$ cat src/ppid_pkg.sv
`timescale 1ns / 1ps

package ppid_pkg;

	// Register file of the configuration channel
	typedef enum logic [2:0] {
		CFG_TARGET      = 3'd0,
		CFG_OUT_LIMIT   = 3'd1,
		CFG_KP          = 3'd2,
		CFG_KI          = 3'd3,
		CFG_KD          = 3'd4,
		CFG_MIN_DRIVE   = 3'd5,
		CFG_INT_LIMIT   = 3'd6,
		CFG_TIMEOUT     = 3'd7
	} cfg_idx_t;

	typedef enum logic [1:0] {
		ST_MOVING  = 2'd0,
		ST_REACHED = 2'd1,
		ST_TIMEOUT = 2'd2
	} status_t;

	// Control that rides along with one request through the product stage
	typedef struct packed {
		logic    run;        // controller drives on this tick
		logic    above_tol;  // error magnitude strictly above the tolerance band
		status_t status;
	} drive_ctrl_t;

	localparam int POS_W   = 24;
	localparam int TGT_W   = 24;
	localparam int VOLT_W  = 14;
	localparam int GAIN_W  = 16;
	localparam int ILIM_W  = 20;
	localparam int TICK_W  = 16;
	localparam int DRIVE_W = 15;
	localparam int CFG_D_W = 24;

	localparam int ERR_W   = 27;  // error in half degrees
	localparam int ESUM_W  = 22;  // clamped integral, bounded by twice the integral limit
	localparam int DIFF_W  = 28;
	localparam int SUM_W   = 46;

	localparam int TOLERANCE_DEF = 5;
	localparam int GAIN_FRAC_DEF = 8;

	localparam logic [TGT_W-1:0]  TARGET_RST    = '0;
	localparam logic [VOLT_W-1:0] OUT_LIMIT_RST = 14'd12000;
	localparam logic [GAIN_W-1:0] KP_RST        = 16'd2304;
	localparam logic [GAIN_W-1:0] KI_RST        = 16'd0;
	localparam logic [GAIN_W-1:0] KD_RST        = 16'd25600;
	localparam logic [VOLT_W-1:0] MIN_DRIVE_RST = 14'd1500;
	localparam logic [ILIM_W-1:0] INT_LIMIT_RST = 20'd3000;
	localparam logic [TICK_W-1:0] TIMEOUT_RST   = 16'd300;

endpackage

$ cat src/ppid_drive.sv
`timescale 1ns / 1ps

module ppid_drive
	import ppid_pkg::*;
#(
	parameter int GAIN_FRACTION_BITS = GAIN_FRAC_DEF
) (
	input  logic                      clk,
	input  logic                      en,
	input  logic [GAIN_W-1:0]         kp,
	input  logic [GAIN_W-1:0]         ki,
	input  logic [GAIN_W-1:0]         kd,
	input  logic [VOLT_W-1:0]         out_limit,
	input  logic [VOLT_W-1:0]         min_drive,
	input  logic signed [ERR_W-1:0]   err,
	input  logic signed [ESUM_W-1:0]  esum,
	input  logic signed [DIFF_W-1:0]  diff,
	input  drive_ctrl_t               ctrl,
	output logic signed [DRIVE_W-1:0] drive,
	output status_t                   status
);

	localparam int SCALE = GAIN_FRACTION_BITS + 1;
	localparam int LIM_W = VOLT_W + SCALE + 1;

	logic signed [GAIN_W+ERR_W:0]  p_s3;
	logic signed [GAIN_W+ESUM_W:0] i_s3;
	logic signed [GAIN_W+DIFF_W:0] d_s3;
	drive_ctrl_t                   ctrl_s3;

	logic signed [SUM_W-1:0] sum;
	logic signed [LIM_W-1:0] lim;
	logic signed [LIM_W-1:0] minv;
	logic signed [LIM_W-1:0] clamped;
	logic signed [LIM_W-1:0] cmag;
	logic signed [LIM_W-1:0] shifted;
	logic                    forced;

	// Product stage: one multiplier per term, registered
	always_ff @(posedge clk) begin
		if (en) begin
			p_s3    <= $signed({1'b0, kp}) * err;
			i_s3    <= $signed({1'b0, ki}) * esum;
			d_s3    <= $signed({1'b0, kd}) * diff;
			ctrl_s3 <= ctrl;
		end
	end

	always_comb begin
		sum  = SUM_W'(p_s3) + SUM_W'(i_s3) + SUM_W'(d_s3);
		lim  = $signed(LIM_W'({out_limit, SCALE'(0)}));
		minv = $signed(LIM_W'({min_drive, SCALE'(0)}));
		if (sum > SUM_W'(lim))
			clamped = lim;
		else if (sum < -SUM_W'(lim))
			clamped = -lim;
		else
			clamped = LIM_W'(sum);
		cmag    = (clamped < 0) ? -clamped : clamped;
		forced  = (cmag < minv) && ctrl_s3.above_tol;
		shifted = clamped >>> SCALE;
		if (!ctrl_s3.run)
			drive = '0;
		else if (forced)
			drive = (clamped > 0) ? $signed({1'b0, min_drive}) : -$signed({1'b0, min_drive});
		else
			drive = shifted[DRIVE_W-1:0];
		status = ctrl_s3.status;
	end

endmodule

$ cat src/position_pid_with_windup_clamp.sv
`timescale 1ns / 1ps
// Position PID controller with integral clamp, one request per control tick.
// Input stream s_axis: tuser carries start_req, tdata the two encoder positions.
// Output stream m_axis: tdata carries the signed drive in millivolts, tuser the
// status (moving, reached target, timed out). Every request yields one result.
// Configuration channel cfg_*: register index and data, always ready; write it
// only while no request is in flight.
// A result passes the input register (loaded at the accepting edge), the error
// and integral stage, the product stage and the output register.
// Throughput: one request per cycle while the output is not stalled. The
// integral, last error, tick count and moving flag are updated in the error
// stage, so the next request sees them exactly when it reaches that stage.
// When m_axis_tready is low with a result held, the whole pipeline freezes and
// s_axis_tready drops; nothing is lost or repeated.
// Reset clears the loop state, the pipeline valids and loads the default
// gains and limits; the block then reports idle (status reached, drive zero).
// Start clears the integral, last error and tick count in the same tick.

module position_pid_with_windup_clamp
	import ppid_pkg::*;
#(
	parameter int TOLERANCE          = TOLERANCE_DEF,
	parameter int GAIN_FRACTION_BITS = GAIN_FRAC_DEF
) (
	input  logic                clk,
	input  logic                arst_n,
	// configuration writes
	input  logic                cfg_valid,
	output logic                cfg_ready,
	input  logic [2:0]          cfg_index,
	input  logic [CFG_D_W-1:0]  cfg_data,
	// tick requests
	input  logic                s_axis_tvalid,
	output logic                s_axis_tready,
	input  logic [2*POS_W-1:0]  s_axis_tdata,   // [23:0] left_position, [47:24] right_position
	input  logic [0:0]          s_axis_tuser,   // [0] start_req
	// drive results
	output logic                m_axis_tvalid,
	input  logic                m_axis_tready,
	output logic [15:0]         m_axis_tdata,   // [14:0] drive_voltage, [15] zero
	output logic [1:0]          m_axis_tuser    // [1:0] status
);

	// Configuration registers
	logic signed [TGT_W-1:0] target_q;
	logic [VOLT_W-1:0]       out_limit_q;
	logic [GAIN_W-1:0]       kp_q;
	logic [GAIN_W-1:0]       ki_q;
	logic [GAIN_W-1:0]       kd_q;
	logic [VOLT_W-1:0]       min_drive_q;
	logic [ILIM_W-1:0]       int_limit_q;
	logic [TICK_W-1:0]       timeout_q;

	// Loop state
	logic signed [ESUM_W-1:0] esum_q;
	logic signed [ERR_W-1:0]  prev_err_q;
	logic [TICK_W-1:0]        ticks_q;
	logic                     moving_q;

	// Pipeline
	logic                     adv;
	logic                     valid_s1, valid_s2, valid_s3;
	logic                     start_s1;
	logic signed [POS_W-1:0]  left_s1, right_s1;
	logic signed [ERR_W-1:0]  err_s2;
	logic signed [ESUM_W-1:0] esum_s2;
	logic signed [DIFF_W-1:0] diff_s2;
	drive_ctrl_t              ctrl_s2;
	logic                     out_valid_q;
	logic signed [DRIVE_W-1:0] drive_q;
	status_t                  status_q;

	// Error stage signals
	logic                     eff_moving;
	logic [TICK_W-1:0]        eff_ticks;
	logic signed [ESUM_W-1:0] eff_esum;
	logic signed [ERR_W-1:0]  eff_prev;
	logic signed [POS_W+1:0]  pos_sum;
	logic signed [ERR_W-1:0]  err;
	logic [ERR_W-1:0]         mag;
	logic                     timed_out;
	logic                     in_band;
	logic signed [ESUM_W+5:0] esum_raw;
	logic signed [ESUM_W+5:0] ilim;
	logic signed [ESUM_W-1:0] esum_next;
	drive_ctrl_t              ctrl_next;
	logic                     state_we;

	logic signed [DRIVE_W-1:0] drive_c;
	status_t                   status_c;

	// Advance the whole pipeline whenever the output slot is free or being taken
	assign adv           = !out_valid_q || m_axis_tready;
	assign s_axis_tready = adv;
	assign cfg_ready     = 1'b1;

	always_ff @(posedge clk or negedge arst_n) begin
		if (!arst_n) begin
			target_q    <= TARGET_RST;
			out_limit_q <= OUT_LIMIT_RST;
			kp_q        <= KP_RST;
			ki_q        <= KI_RST;
			kd_q        <= KD_RST;
			min_drive_q <= MIN_DRIVE_RST;
			int_limit_q <= INT_LIMIT_RST;
			timeout_q   <= TIMEOUT_RST;
		end else if (cfg_valid) begin
			case (cfg_idx_t'(cfg_index))
				CFG_TARGET:    target_q    <= cfg_data[TGT_W-1:0];
				CFG_OUT_LIMIT: out_limit_q <= cfg_data[VOLT_W-1:0];
				CFG_KP:        kp_q        <= cfg_data[GAIN_W-1:0];
				CFG_KI:        ki_q        <= cfg_data[GAIN_W-1:0];
				CFG_KD:        kd_q        <= cfg_data[GAIN_W-1:0];
				CFG_MIN_DRIVE: min_drive_q <= cfg_data[VOLT_W-1:0];
				CFG_INT_LIMIT: int_limit_q <= cfg_data[ILIM_W-1:0];
				CFG_TIMEOUT:   timeout_q   <= cfg_data[TICK_W-1:0];
				default: ;
			endcase
		end
	end

	// Input register
	always_ff @(posedge clk) begin
		if (adv) begin
			start_s1 <= s_axis_tuser[0];
			left_s1  <= s_axis_tdata[POS_W-1:0];
			right_s1 <= s_axis_tdata[2*POS_W-1:POS_W];
		end
	end

	// Error stage: start clears the state first, then decide timeout, arrival or drive
	always_comb begin
		eff_moving = start_s1 || moving_q;
		eff_ticks  = start_s1 ? '0 : ticks_q;
		eff_esum   = start_s1 ? '0 : esum_q;
		eff_prev   = start_s1 ? '0 : prev_err_q;

		pos_sum   = (POS_W+2)'(left_s1) + (POS_W+2)'(right_s1);
		err       = $signed({target_q, 1'b0}) - ERR_W'(pos_sum);
		mag       = (err < 0) ? ERR_W'(-err) : ERR_W'(err);
		timed_out = eff_ticks >= timeout_q;
		in_band   = mag < ERR_W'(2 * TOLERANCE);

		// Anti-windup: add the error, then clamp to twice the integral limit
		ilim     = $signed((ESUM_W+6)'({int_limit_q, 1'b0}));
		esum_raw = (ESUM_W+6)'(eff_esum) + (ESUM_W+6)'(err);
		if (esum_raw > ilim)
			esum_next = ESUM_W'(ilim);
		else if (esum_raw < -ilim)
			esum_next = ESUM_W'(-ilim);
		else
			esum_next = ESUM_W'(esum_raw);

		ctrl_next.above_tol = mag > ERR_W'(2 * TOLERANCE);
		ctrl_next.run       = 1'b0;
		if (!eff_moving)
			ctrl_next.status = timed_out ? ST_TIMEOUT : ST_REACHED;
		else if (timed_out)
			ctrl_next.status = ST_TIMEOUT;
		else if (in_band)
			ctrl_next.status = ST_REACHED;
		else begin
			ctrl_next.status = ST_MOVING;
			ctrl_next.run    = 1'b1;
		end
	end

	assign state_we = adv && valid_s1;

	always_ff @(posedge clk or negedge arst_n) begin
		if (!arst_n) begin
			esum_q     <= '0;
			prev_err_q <= '0;
			ticks_q    <= '0;
			moving_q   <= 1'b0;
		end else if (state_we && eff_moving) begin
			if (ctrl_next.run) begin
				esum_q     <= esum_next;
				prev_err_q <= err;
				ticks_q    <= (eff_ticks != '1) ? eff_ticks + 1'b1 : eff_ticks;
				moving_q   <= 1'b1;
			end else begin
				// Move ends; keep whatever start cleared
				esum_q     <= eff_esum;
				prev_err_q <= eff_prev;
				ticks_q    <= eff_ticks;
				moving_q   <= 1'b0;
			end
		end
	end

	always_ff @(posedge clk) begin
		if (adv) begin
			err_s2  <= err;
			esum_s2 <= esum_next;
			diff_s2 <= DIFF_W'(err) - DIFF_W'(eff_prev);
			ctrl_s2 <= ctrl_next;
		end
	end

	ppid_drive #(
		.GAIN_FRACTION_BITS(GAIN_FRACTION_BITS)
	) u_drive (
		.clk       (clk),
		.en        (adv),
		.kp        (kp_q),
		.ki        (ki_q),
		.kd        (kd_q),
		.out_limit (out_limit_q),
		.min_drive (min_drive_q),
		.err       (err_s2),
		.esum      (esum_s2),
		.diff      (diff_s2),
		.ctrl      (ctrl_s2),
		.drive     (drive_c),
		.status    (status_c)
	);

	// Valid bits of every stage advance together
	always_ff @(posedge clk or negedge arst_n) begin
		if (!arst_n) begin
			valid_s1    <= 1'b0;
			valid_s2    <= 1'b0;
			valid_s3    <= 1'b0;
			out_valid_q <= 1'b0;
		end else if (adv) begin
			valid_s1    <= s_axis_tvalid;
			valid_s2    <= valid_s1;
			valid_s3    <= valid_s2;
			out_valid_q <= valid_s3;
		end
	end

	// Output register
	always_ff @(posedge clk) begin
		if (adv) begin
			drive_q  <= drive_c;
			status_q <= status_c;
		end
	end

	assign m_axis_tvalid = out_valid_q;
	assign m_axis_tdata  = {1'b0, drive_q};
	assign m_axis_tuser  = status_q;

`ifndef SYNTH
	// A finished or idle tick never drives the motors
	a_idle_zero: assert property (@(posedge clk) disable iff (!arst_n)
		(out_valid_q && status_q != ST_MOVING) |-> (drive_q == '0))
		else $error("nonzero drive with status other than moving");

	// A start tick leaves at most one counted tick behind
	a_start_ticks: assert property (@(posedge clk) disable iff (!arst_n)
		(state_we && start_s1) |=> (ticks_q <= TICK_W'(1)))
		else $error("tick count not cleared by start");

	// An idle tick without start leaves the integral alone
	a_idle_hold: assert property (@(posedge clk) disable iff (!arst_n)
		(state_we && !start_s1 && !moving_q) |=> $stable(esum_q))
		else $error("integral changed while idle");
`endif

endmodule

$ cat config.mk
export PLATFORM = sky130hd
export DESIGN_NAME = position_pid_with_windup_clamp
export DESIGN_NICKNAME = d
export VERILOG_FILES = /design/src/ppid_pkg.sv /design/src/ppid_drive.sv /design/src/position_pid_with_windup_clamp.sv
export SDC_FILE = /design/constraint.sdc
export NUM_CORES = 2
export LEC_CHECK = 0
export BUFFER_PORTS_ARGS = -buffer_cell sky130_fd_sc_hd__buf_2
export CELL_PAD_IN_SITES_DETAIL_PLACEMENT = 1
export CELL_PAD_IN_SITES_GLOBAL_PLACEMENT = 2
export CORE_UTILIZATION = 39
export DETAILED_ROUTE_END_ITERATION = 16
export GPL_TIMING_DRIVEN = 0
export PLACE_DENSITY = 0.87
export REMOVE_ABC_BUFFERS = 1
export SYNTH_ARGS = -nofsm -noshare
export SYNTH_HDL_FRONTEND = slang
export SYNTH_SLANG_ARGS = --single-unit
$ cat constraint.sdc
create_clock -name clk -period 11.15 [get_ports clk]
set_clock_uncertainty 0.2 [all_clocks]
set_input_delay 1.6725 -clock clk [delete_from_list [all_inputs] [get_ports clk]]
set_output_delay 1.6725 -clock clk [all_outputs]
set_load 0.02 [all_outputs]
# Word-level counts from Yosys, hierarchy flattened
# Cells that the tools add are included.
[classes] n_eq_ne=8 n_addsub=13 muxes=23 magnitude_cmp=11 mul=3 reduce_logical=15
[op_table] cell="$mux 22" n=4
[op_table] cell="$mux 27" n=3
[op_table] cell="$mux 24" n=3
[op_table] cell="$mux 16" n=3
[op_table] cell="$add 45x45->46" n=1
[op_table] cell="$gt 46x24->1" n=1
[op_table] cell="$lt 46x46->1" n=1
[op_table] cell="$neg 23->46" n=1
[op_table] cell="$add 44x39->45" n=1
[op_table] cell="$mul 17x28->45" n=1
[op_table] cell="$mul 17x26->43" n=1
[op_table] cell="$mul 17x22->39" n=1
[op_table] cell="$mux 15" n=2
[op_table] cell="$lt 27x28->1" n=1
[op_table] cell="$neg 21->28" n=1
[op_table] cell="$sub 26x27->28" n=1
[op_table] cell="$add 22x26->27" n=1
[op_table] cell="$gt 27x22->1" n=1
[op_table] cell="$gt 27x4->1 const B" n=1
[op_table] cell="$lt 27x4->1 const B" n=1
[op_table] cell="$neg 26->27" n=1
[op_table] cell="$lt 26x1->1 const B" n=1
[op_table] cell="$sub 25x25->26" n=1
[op_table] cell="$add 24x24->25" n=1
[op_table] cell="other kinds (19)" n=39
[word_totals] ff_bits=484 elab_cells=106 in_bits=81 output_inout_bits=21

# Depth between registers and ports, before layout
[depth] depth_word=10 ltp_mapped=42 ltp_nobuf=39

# By module
# From an unflattened synthesis, not the netlist that was laid out.
[unflattened] hier_cells=7837 area_unflattened_um2=75223.4
[modules_own_cells] mod="ppid_drive" area_each_um2=54543.6 n_inst=1 seq_area_each_um2=3963.8 cells_each=5943
[modules_own_cells] mod="position_pid_with_windup_clamp" area_each_um2=20679.8 n_inst=1 seq_area_each_um2=9576.7 cells_each=1894

# Worst setup path after synthesis
# Ideal clock, no wire load.
[synth_timing] kind="input-to-reg" start="input m_axis_tready" end="register esum_q[3]" path_buffers=3 setup_time_ns=0.121 path_stages=7 arrival_ns=12.059 required_ns=10.829 slack_ns=-1.230 path_cell_list="nand2b_1 -> clkbuf_1 -> nand3_1 -> o31a_1 -> buf_4 -> buf_6 -> a22o_1"
[synth_via] elab_chain_len=3
[synth_rtl] item="from (decl)" line_no="position_pid_with_windup_clamp.sv:39" text="input logic m_axis_tready,"
[synth_rtl] item="$logic_or 1x1->1" line_no="position_pid_with_windup_clamp.sv:93" text="assign adv = !out_valid_q || m_axis_tready;"
[synth_rtl] item="net s_axis_tready" line_no="position_pid_with_windup_clamp.sv:34" text="output logic s_axis_tready,"
[synth_rtl] item="$logic_and 1x1->1" line_no="position_pid_with_windup_clamp.sv:168" text="assign state_we = adv && valid_s1;"
[synth_rtl] item="$logic_and 1x1->1" line_no="position_pid_with_windup_clamp.sv:176" text="end else if (state_we && eff_moving) begin"
[synth_rtl] item="to (signal assigned)" line_no="position_pid_with_windup_clamp.sv:178" text="esum_q <= esum_next;"
[synth_rtl] item="to (signal assigned)" line_no="position_pid_with_windup_clamp.sv:184" text="esum_q <= eff_esum;"
[synth_rtl] item="to (decl)" line_no="position_pid_with_windup_clamp.sv:55" text="logic signed [ESUM_W-1:0] esum_q;"
# The timed path passes the listed nets, and every way through them passes these cells.
# A chain may end at the register's enable or synchronous reset.

# Worst setup path in the final report
[layout_timing] start="register u_drive.i_s3[1]" end="register drive_q[8], data pin"
[layout_via] elab_chain_len=10 elab_cells_between_ends=14 cone_classes="add/sub: 3; order compare: 5; mux: 5; reduce/logical: 1"
[layout_rtl] item="from (decl)" line_no="ppid_drive.sv:27" text="logic signed [GAIN_W+ESUM_W:0] i_s3;"
[layout_rtl] item="from (signal assigned)" line_no="ppid_drive.sv:43" text="i_s3 <= $signed({1'b0, ki}) * esum;"
[layout_rtl] item="$add 44x39->45 *" line_no="ppid_drive.sv:50" text="sum = SUM_W'(p_s3) + SUM_W'(i_s3) + SUM_W'(d_s3);"
[layout_rtl] item="$add 45x45->46 *" line_no="ppid_drive.sv:50"
[layout_rtl] item="$lt 46x46->1" line_no="ppid_drive.sv:55" text="else if (sum < -SUM_W'(lim))"
[layout_rtl] item="$mux 24" line_no="ppid_drive.sv:55"
[layout_rtl] item="$mux 24 *" line_no="ppid_drive.sv:53" text="if (sum > SUM_W'(lim))"
[layout_rtl] item="$neg 24->24 or $lt 24x1->1 (tied branches)" line_no="ppid_drive.sv:59" text="cmag = (clamped < 0) ? -clamped : clamped;"
[layout_rtl] item="$mux 24" line_no="ppid_drive.sv:59"
[layout_rtl] item="$lt 24x24->1" line_no="ppid_drive.sv:60" text="forced = (cmag < minv) && ctrl_s3.above_tol;"
[layout_rtl] item="$logic_and 1x1->1" line_no="ppid_drive.sv:60"
[layout_rtl] item="$mux 15 *" line_no="ppid_drive.sv:64" text="else if (forced)"
[layout_rtl] item="to (signal assigned)" line_no="position_pid_with_windup_clamp.sv:237" text="drive_q <= drive_c;"
[layout_rtl] item="to (decl)" line_no="position_pid_with_windup_clamp.sv:70" text="logic signed [DRIVE_W-1:0] drive_q;"
# Mark *: on every way between the ends. The rest lies on a longest branch, timed or not.

==> results by group <==
Floorplanning
  • Core area: 188000 um2
  • Full die area: 192000 um2
  • # IOs: 102
  • Std cell rows: 159
  • Die extent in x: 438 um
  • Initial Util: 39.4%
  • Vert. Die Dim: 438 um

Clock network
  • Worst-skew pair later-pin latency: 730 ps
  • CTS sink cnt: 483
  • CTS Buf Count: 59
  • Root Driver: clkbuf_16
  • CTS tree: built
  • Htree depth: 2
  • Clk buf depth: 3
  • CTS clock-pin slew for the worst setup and hold paths: 60 ps

STA
  • Setup violators final: 0
  • Fin. max-slew vios: 0
  • Final Hold Fails: 0
  • Slew headroom: 3.62%
  • RSZ-0062 raised after global routing: no
  • Least-Margin Pin Slew: 1450 ps
  • Shortest period the worst path allows: 10720 ps
  • Final period util: 96.1%
  • Fin worst setup slack: 430 ps
  • Fmax: 93.3 MHz

Layout
  • Nets: 9580
  • Final std cells w/o fill: 10.2k
  • Share of cells above drive strength 1: 6.59%
  • Core Util, Final: 42.4%
  • Layout area overhead: 7.49%

Logic synthesis
  • Ranking of synthesized cells by area: fa_1 (34%), edfxtp_1 (11%), ha_1 (9.6%)
  • FF+latch count, synth: 483
  • Top-count cell post-synth: inv_1
  • Post-synth top area cell: fa_1
  • Synthesized area: 74300 um2
  • Post-Synthesis Cells: 7771
  • Number of synthesized flops with an enable pin: 277
  • Unique masters post-synth: 91
  • Ys async rst share: 42.7%
  • Syn avg cell area: 9.56 um2
  • Synth warnings: 0
  • Area share of the largest cell type after synthesis: 33.9%
  • Top FF cell, synth: edfxtp_1
  • Synth cell count leaders: inv_1 (1515), fa_1 (1259), nand2_1 (936)
  • Sequential-to-total area share from yosys stat: 18.2%

Setup path
  • Crit-path max FO: 12
  • Reg2reg start: u_drive.i_s3[1]
  • CP max-delay cell: edfxtp_1
  • Reg-to-reg critical path endpoint: drive_q[8]
  • CP Class: register to register
  • Reg2reg path depth: 38
  • Worst setup path startpoint: u_drive.i_s3[1]
  • CP delay by family, top: compound AO/OA/AOI/OAI gates
  • Worst path buffer plus inverter count: 3
  • CP Data Required Time: 11390 ps
  • CP arrival: 10960 ps
  • Setup crit end kind: register
  • R2R setup slack: 430 ps
  • Critical Path Start Type: register
  • Slowest stage delay, CP: 470 ps

Detailed routing
  • WL final: 226000 um
  • Drt wl/cell: 22.1 um
  • Vias: 55.2k
  • Initial drt markers: 3092
  • DR vias/cell: 5.39
  • First-pass DRT Iterations: 5
  • DRC violations left: 0
  • Final ANT Viol Nets: 0

Global route
  • GRT Residual Overflow: 0
  • Number of global-route vias before repair: 62.7k
  • Gr usage total: 24.1%
  • Largest net degree at the start of global routing: 100
  • First-pass GRT wire length: 361000 um
  • Initial antenna violation count: 26

Placement
  • Gp weighted congestion: 0.879
  • PortBufs: 99
  • Post-DP HPWL: 179000 um
  • Place WS: -2760 ps
  • Placed Instances: 10.1k

Hold path
  • Hold Path Class: register to register
  • Hold depth: 0
  • Hold_sp: ctrl_s2[3]
  • WHS Endpoint: u_drive.ctrl_s3[3]

Flow run
  • Max Cap Viol: 0

Status
  • Outcome: finished, final reports clean
## through the flow
stage                     setup TNS (ps)  instance area (um2)  hold slack (ps)
final                                  0                79800              233
after global routing                   0                79800              248
after CTS                              0                79600              237
after detailed placement          -40090                77300              207
after global placement          -1052030                76700              212
after floorplan                   -55290                73100              200
## registers in the layout, summed over array words and instances (netlist names), 16 cells and up
signal	flops
right_s1	24
kp_q	16
u_drive.i_s3	39
prev_err_q	27
esum_q	22
left_s1	24
ki_q	16
timeout_q	16
err_s2	26
esum_s2	22
ticks_q	16
u_drive.p_s3	43
u_drive.d_s3	45
int_limit_q	20
target_q	24
kd_q	16
diff_s2	28
## cell usage in the layout (no fill, tap or decap), types with 131 or more instances in the layout
| master | instances |
|---|---|
| a21oi_1 | 238 |
| and2_1 | 540 |
| dfrtp_1 | 172 |
| edfxtp_1 | 277 |
| fa_1 | 1259 |
| ha_1 | 567 |
| inv_1 | 1515 |
| mux2_2 | 131 |
| nand2_1 | 933 |
| nor2_1 | 238 |
| o21ai_0 | 139 |
| xnor2_1 | 202 |
## worst max path at each step
stage	endpoint	cells after the start
3_3_place_gp	ticks_q[4]	7
5_1_grt	drive_q[8]	39
6_report	drive_q[8]	38
4_1_cts	drive_q[9]	36
3_5_place_dp	drive_q[5]	37
2_1_floorplan	ticks_q[4]	6
## per-layer routing
| layer | share of wire, % | wire (um) | vias to the layer above | GRT usage (%) |
|---|---|---|---|---|
| met1 | 42 | 94100 | 29300 | 31.1 |
| met3 | 4.2 | 9500 | 331 | 2.34 |
| met4 | 4.9 | 11100 | 8 | 10.4 |
| li1 | - | - | 24300 | - |
| met2 | 49 | 111000 | 1177 | 41.2 |
| met5 | 0.025 | 56 | - | 0 |
## repair_timing
item | CTS | global route
gates cloned | 1 | 0
buffers inserted | 1 | 9
setup endpoints to repair | 15 | 15
pin swaps | 2 | 2
hold buffers | 0 | 0
resized for setup | 30 | 11
## cell type report
type	count	area [um2]
inverters	1516	5690
fillers	21400	109000
clock inverters	46	532
clock buffers	66	1590
repair buffers	140	1120
diodes	12	30.0
flip-flops and latches	483	13500
multi-input cells	5473	54200
well taps	2495	3120
## kinds of logic (layout without fill, tap and decap cells)
kind of cell | after synthesis | in the layout | synth area share [%]
simple gates | 2325 | 2326 | 15.4
fa+ha+maj | 1826 | 1826 | 43.5
buf+inv | 1816 | 1768 | 9.23
compound gates | 892 | 892 | 8.14
flops | 483 | 483 | 18.2
xor+xnor | 266 | 266 | 3.14
mux | 161 | 161 | 2.39
other cells | 2 | 14 | 0.0101
## worst register-to-register path: cells and delay by family (launching register included)
| kind | cells | cell delay [ps] |
|---|---|---|
| xor gates and xnor gates | 1 | 160 |
| adders and majority gates | 5 | 1720 |
| muxes | 2 | 670 |
| and+or+nand+nor | 11 | 2830 |
| DFF | 1 | 470 |
| AOI/OAI and AO/OA | 16 | 4150 |
| buffers and inverters | 3 | 260 |
Power is left out: the tool's default activity adds up to more than one toggle a clock period on the data nets, which glitch-free logic cannot reach.
